<file path="src/rtl/bsbp_pkg.sv">
// bsbp_pkg: shared types and constants for the box screen bounds projector
// no dependencies
package bsbp_pkg;

  localparam int unsigned MAX_IMAGE_DIM   = 8192;
  localparam int unsigned PIXEL_FRAC_BITS = 4;

  localparam int unsigned COORD_W = 32;
  localparam int unsigned COEF_W  = 16;
  localparam int unsigned DIM_W   = 14;
  localparam int unsigned SCR_W   = 18;
  localparam int unsigned OUT_W   = 18;
  localparam int unsigned ACC_W   = 50;
  localparam int unsigned CLIP_W  = 38;
  localparam int unsigned MUL_A_W = 40;
  localparam int unsigned MUL_B_W = 19;
  localparam int unsigned PROD_W  = MUL_A_W + MUL_B_W;
  localparam int unsigned NUM_W   = 57;
  localparam int unsigned DEN_W   = CLIP_W + 1;
  localparam int unsigned BND_W   = 24;
  localparam int unsigned IDX_W   = 3;

  localparam logic signed [BND_W-1:0] BND_MAX = 24'sh7FFFFF;
  localparam logic signed [BND_W-1:0] BND_MIN = -24'sh800000;

  localparam logic [IDX_W-1:0] REG_ROW_X  = 3'd0;
  localparam logic [IDX_W-1:0] REG_ROW_Y  = 3'd1;
  localparam logic [IDX_W-1:0] REG_ROW_Z  = 3'd2;
  localparam logic [IDX_W-1:0] REG_ROW_W  = 3'd3;
  localparam logic [IDX_W-1:0] REG_WIDTH  = 3'd4;
  localparam logic [IDX_W-1:0] REG_HEIGHT = 3'd5;

  typedef enum logic [3:0] {
    ST_IDLE,
    ST_MUL,
    ST_ACC,
    ST_CHECK,
    ST_PMUL,
    ST_DSTART,
    ST_DWAIT,
    ST_FOLD,
    ST_EMIT
  } state_e;

  typedef struct packed {
    logic             done;
    logic             rem_nz;
    logic [NUM_W-1:0] quo;
  } div_res_t;

endpackage

</file>
<file path="src/rtl/bsbp_div.sv">
// bsbp_div: restoring divider, one quotient bit per cycle
// depends on bsbp_pkg
module bsbp_div (
  input  logic                   clk_i,
  input  logic                   rst_ni,
  input  logic                   start_i,
  input  logic [bsbp_pkg::NUM_W-1:0] num_i,
  input  logic [bsbp_pkg::DEN_W-1:0] den_i,
  output bsbp_pkg::div_res_t     res_o
);
  import bsbp_pkg::*;

  localparam int unsigned CNT_W = $clog2(NUM_W + 1);

  logic [DEN_W:0]   rem_q, rem_d;
  logic [NUM_W-1:0] quo_q, quo_d;
  logic [DEN_W-1:0] den_q, den_d;
  logic [CNT_W-1:0] cnt_q, cnt_d;
  logic             busy_q, busy_d;
  logic             done_q, done_d;
  logic [DEN_W:0]   trial;
  logic             ge;

  always_comb begin
    trial  = {rem_q[DEN_W-1:0], quo_q[NUM_W-1]};
    ge     = trial >= {1'b0, den_q};
    rem_d  = rem_q;
    quo_d  = quo_q;
    den_d  = den_q;
    cnt_d  = cnt_q;
    busy_d = busy_q;
    done_d = 1'b0;
    if (start_i) begin
      rem_d  = '0;
      quo_d  = num_i;
      den_d  = den_i;
      cnt_d  = CNT_W'(NUM_W);
      busy_d = 1'b1;
    end else if (busy_q) begin
      rem_d = ge ? (trial - {1'b0, den_q}) : trial;
      quo_d = {quo_q[NUM_W-2:0], ge};
      cnt_d = cnt_q - 1'b1;
      if (cnt_q == CNT_W'(1)) begin
        busy_d = 1'b0;
        done_d = 1'b1;
      end
    end
  end

  always_ff @(posedge clk_i or negedge rst_ni) begin
    if (!rst_ni) begin
      busy_q <= 1'b0;
      done_q <= 1'b0;
      cnt_q  <= '0;
    end else begin
      busy_q <= busy_d;
      done_q <= done_d;
      cnt_q  <= cnt_d;
    end
  end

  always_ff @(posedge clk_i) begin
    rem_q <= rem_d;
    quo_q <= quo_d;
    den_q <= den_d;
  end

  assign res_o.done   = done_q;
  assign res_o.rem_nz = rem_q != '0;
  assign res_o.quo    = quo_q;

endmodule

</file>
<file path="config.mk">
export PLATFORM = sky130hd
export DESIGN_NAME = bsbp_div
export DESIGN_NICKNAME = d
export VERILOG_FILES = /design/src/rtl/bsbp_pkg.sv /design/src/rtl/bsbp_div.sv
export SDC_FILE = /design/constraint.sdc
export NUM_CORES = 1
export LEC_CHECK = 0
export ABC_AREA = 1
export BUFFER_PORTS_ARGS = -buffer_cell sky130_fd_sc_hd__buf_4
export CORE_ASPECT_RATIO = 0.6
export CORE_MARGIN = 4
export CORE_UTILIZATION = 55
export CTS_CLUSTER_SIZE = 16
export DETAILED_ROUTE_END_ITERATION = 8
export PLACE_DENSITY = 0.82
export SLEW_MARGIN = 10
export SYNTH_ARGS = -nofsm -noshare
export SYNTH_HDL_FRONTEND = slang
export SYNTH_SLANG_ARGS = --single-unit
</file>
<file path="constraint.sdc">
create_clock -name clk_i -period 4.7 [get_ports clk_i]
set_input_delay 0.705 -clock clk_i [delete_from_list [all_inputs] [get_ports clk_i]]
set_output_delay 0.705 -clock clk_i [all_outputs]
set_load 0.02 [all_outputs]
</file>
==> reports/results.md <==
| Metric | Value |
|---|---|
| Result of the run | completed |
| Cell with the most instances after synthesis | sky130_fd_sc_hd__nand2_1 |
| Die width | 176.3 µm |
| Fmax | 0.3198 GHz |
| Die Footprint | 0.01921 mm² |
| Antenna diode count | 0 |
| Effective utilization at floorplan | 0.5686 |
| Share of final-layout standard cells stronger than drive strength 1 | 0.1420 |
| Final total negative setup slack | 0 ns |
| Site row count | 36 |
| Number of CTS-inserted buffers | 17 |
| Number of top-level pins | 158 |
| Buffers inserted during post-CTS setup optimization | 0 |
| Worst hold-check path type | primary input to asynchronous set/reset pin |
| Core utilization of the finished layout | 0.6859 |
| Worst skew pair latency | 0.43 ns |
| Crit share post-route | 0.6653 |
| Final Hold Vio Count | 0 |
| Post-Synthesis Net Count | 1,500 |
| Max-slew headroom | 0.2647 |
| Crit path DAT | 3.48 ns |
| Cell Area, Synth | 0.009348 mm² |
| Wire length of the first global-routing pass | 44,080 µm |
| Top area cells in the synthesized netlist | sky130_fd_sc_hd__edfxtp_1, sky130_fd_sc_hd__nand2_1, sky130_fd_sc_hd__inv_1, sky130_fd_sc_hd__dfxtp_1, sky130_fd_sc_hd__nand3_1 |
| Core Area | 0.01644 mm² |
| RePlAce Congestion | 1.018 |
| Endpoint of the worst register-to-register path | rem_q[2] |
| Final hold slack | 0.07939 ns |
| Initial antenna violation count | 0 |
| Number of cells on the worst reg-to-reg path | 11 |
| Drt initial violations | 1,347 |
| # Max-Cap Violations | 0 |
| Summed area of non-filler cells in the final layout | 0.01128 mm² |
| Setup violators final | 0 |
| Post-synthesis register bit count | 144 |
| Synth warnings | 0 |
| Total DRC errors in the routed layout | 0 |
| Top cell type's share of synthesized area | 0.3084 |
| Total power divided by cell area | 563.4 mW/mm² |
| TritonCTS clock tree | done |
| Total number of clock tree sinks | 144 |
| Clock edge transition at the registers on the reported setup and hold paths | 0.06 ns |
| Top fanout value on the critical path | 40 |
| Routed length per instance | 16.63 µm |
| Root Buffer | sky130_fd_sc_hd__clkbuf_16 |
| Worst-path cell chain | inv_1, ha_1, a21oi_1, nand2_1, a21oi_1, nand2_2, a21oi_4, nand2_4, nand2_1, nand3_1, o21ai_1 |
| Crit path buf inv count | 1 |
| Vias post-DR | 9,223 |
| Count of buffers from port buffering | 157 |
| Post-synthesis average cell area | 6.878 µm² |
| Pins Over Slew Limit | 0 |
| Most used DFF post-synth | sky130_fd_sc_hd__edfxtp_1 |
| Buffers from clock root to sink, at most | 2 |
| Area taken by flip-flops and latches | 0.003884 mm² |
| Vias in the first global route | 8,182 |
| Cell taking the most area after synthesis | sky130_fd_sc_hd__edfxtp_1 |
| Gate count after technology mapping | 1,359 |
| Final #Nets | 1,649 |
| Master of the slowest instance on the critical path | sky130_fd_sc_hd__a21oi_4 |
| Worst endpoint required time | 5.05 ns |
| Final Skew | 0.008979 ns |
| Largest net degree at the start of global routing | 94 |
| Total of cells resized after clock tree synthesis | 0 |
| CP startpoint kind | register |
| Reported leakage power | 6.189 nW |
| Proportion of synthesized chip area in sequential cells | 0.4155 |
| Placed Instance Area | 0.01068 mm² |
| Fraction of registers with async set or reset after synthesis | 0.05556 |
| Overall fraction of global-route tracks in use | 0.2996 |
| Slowest stage delay, CP | 0.64 ns |
| CP endpoint kind | register |
| Estimated wirelength of the detail-placed design | 21,810 µm |
| Class of the most critical setup path | register to register |
| CP top delay family | compound AO/OA/AOI/OAI gates |
| CTS Hold Buffers Added | 0 |
| Total chip power | 6.353 mW |
| Overflow after GRT | 0 |
| Number of optimization iterations in the first detailed-route pass | 6 |
| Post-layout min period | 3.127 ns |
| RSZ-0062 raised after global routing | no |
| Overall die height | 109.0 µm |
| Cell types with the highest counts after synthesis | sky130_fd_sc_hd__nand2_1, sky130_fd_sc_hd__inv_1, sky130_fd_sc_hd__nand3_1, sky130_fd_sc_hd__edfxtp_1, sky130_fd_sc_hd__nor2_1 |
| Slew @ Worst Pin | 1.103 ns |
| Count of flip-flops with a built-in enable after synthesis | 96 |
| Minimum setup slack among reg-to-reg paths | 1.57 ns |
| Area of the multi-input gates | 0.004340 mm² |
| Maximum resistive drop on vdd | 0.2808 mV |
| Area Growth Syn to Fin | 20.64% |
| Post-route ant nets | 0 |
| H-tree depth | 4 |
| Startpoint of the lowest-slack register-to-register path | den_q[27] |
| # fillers | 1,429 |
| Via-to-Cell Ratio | 5.273 |
| Drt total wl | 29,090 µm |
| Count of cell types in the netlist | 37 |
[per-stage QoR]
step | setup WS [ns] | std cells
after global routing | 1.347 | 1749
final | 1.573 | 1749
after detailed placement | 1.760 | 1717
after floorplan | 1.356 | 1359
after CTS | 1.719 | 1749
after global placement | 1.820 | 1717
[kinds of logic after synthesis]
logic type | synth area share
DFF | 0.4155
buffers and inverters | 0.1205
AOI/OAI and AO/OA | 0.03761
adders and majority gates | 0.05702
xor gates and xnor gates | 0.01405
and+or+nand+nor | 0.3554
[final cells by class]
type / count / share of cell area
Clock buffer: 18 / 0.03806
Timing Repair Buffer: 164 / 0.1092
Multi-Input combinational cell: 930 / 0.3849
Inverter: 251 / 0.08355
Clock inverter: 14 / 0.01465
Tap cell: 228 / 0.02530
Sequential cell: 144 / 0.3444
[sequential cells by signal (all words and copies together) (netlist names)]
| register | flops |
|---|---|
| quo_q | 57 |
| rem_q | 40 |
| den_q | 39 |
| cnt_q | 6 |
| busy_q | 1 |
| done_q | 1 |
[worst max path at each step]
stage,from,to,slack (ns),depth (start not counted)
final,den_q[27],rem_q[2],1.57,11
after global routing,den_q[25],rem_q[2],1.35,13
after CTS,quo_q[56],rem_q[2],1.72,15
after detailed placement,den_q[27],rem_q[13],1.76,11
after global placement,den_q[27],rem_q[14],1.82,11
after floorplan,start_i,quo_q[0],1.36,4
[layer usage]
layer  wire, µm  GRT usage  share of wire
met3       3599    0.07380           0.12
met4        469    0.08231          0.016
met5          0          0              0
met1      13700     0.4842           0.47
met2      11320     0.3875           0.39
[placed cells by master, fill, tap and decap left out, types with 2 or more instances in the layout]
| cell type | instances |
|---|---|
| sky130_fd_sc_hd__a21o_1 | 2 |
| sky130_fd_sc_hd__a21oi_1 | 28 |
| sky130_fd_sc_hd__buf_4 | 164 |
| sky130_fd_sc_hd__bufinv_16 | 3 |
| sky130_fd_sc_hd__clkbuf_16 | 17 |
| sky130_fd_sc_hd__clkinv_1 | 3 |
| sky130_fd_sc_hd__clkinv_2 | 2 |
| sky130_fd_sc_hd__clkinv_4 | 2 |
| sky130_fd_sc_hd__clkinvlp_4 | 3 |
| sky130_fd_sc_hd__dfrtp_1 | 8 |
| sky130_fd_sc_hd__dfxtp_1 | 40 |
| sky130_fd_sc_hd__edfxtp_1 | 96 |
| sky130_fd_sc_hd__ha_1 | 41 |
| sky130_fd_sc_hd__inv_1 | 246 |
| sky130_fd_sc_hd__inv_2 | 4 |
| sky130_fd_sc_hd__inv_6 | 2 |
| sky130_fd_sc_hd__nand2_1 | 562 |
| sky130_fd_sc_hd__nand2_2 | 7 |
| sky130_fd_sc_hd__nand2_4 | 2 |
| sky130_fd_sc_hd__nand3_1 | 132 |
| sky130_fd_sc_hd__nand3b_1 | 2 |
| sky130_fd_sc_hd__nand4_1 | 16 |
| sky130_fd_sc_hd__nor2_1 | 71 |
| sky130_fd_sc_hd__nor2_2 | 8 |
| sky130_fd_sc_hd__nor3_1 | 3 |
| sky130_fd_sc_hd__nor4_1 | 4 |
| sky130_fd_sc_hd__o21ai_0 | 8 |
| sky130_fd_sc_hd__o21ai_1 | 18 |
| sky130_fd_sc_hd__o21bai_1 | 3 |
| sky130_fd_sc_hd__xnor2_1 | 13 |
| sky130_fd_sc_hd__xor2_1 | 2 |
[where the power goes]
part           switching (mW)  internal (mW)  total, mW  leakage (nW)
registers               0.179           1.60       1.78          1.43
logic                    2.12           1.05       3.17          4.48
clock network           0.568          0.833       1.40         0.282
total                    2.87           3.49       6.35          6.19
Note: power is estimated with default switching activity, not from simulation.
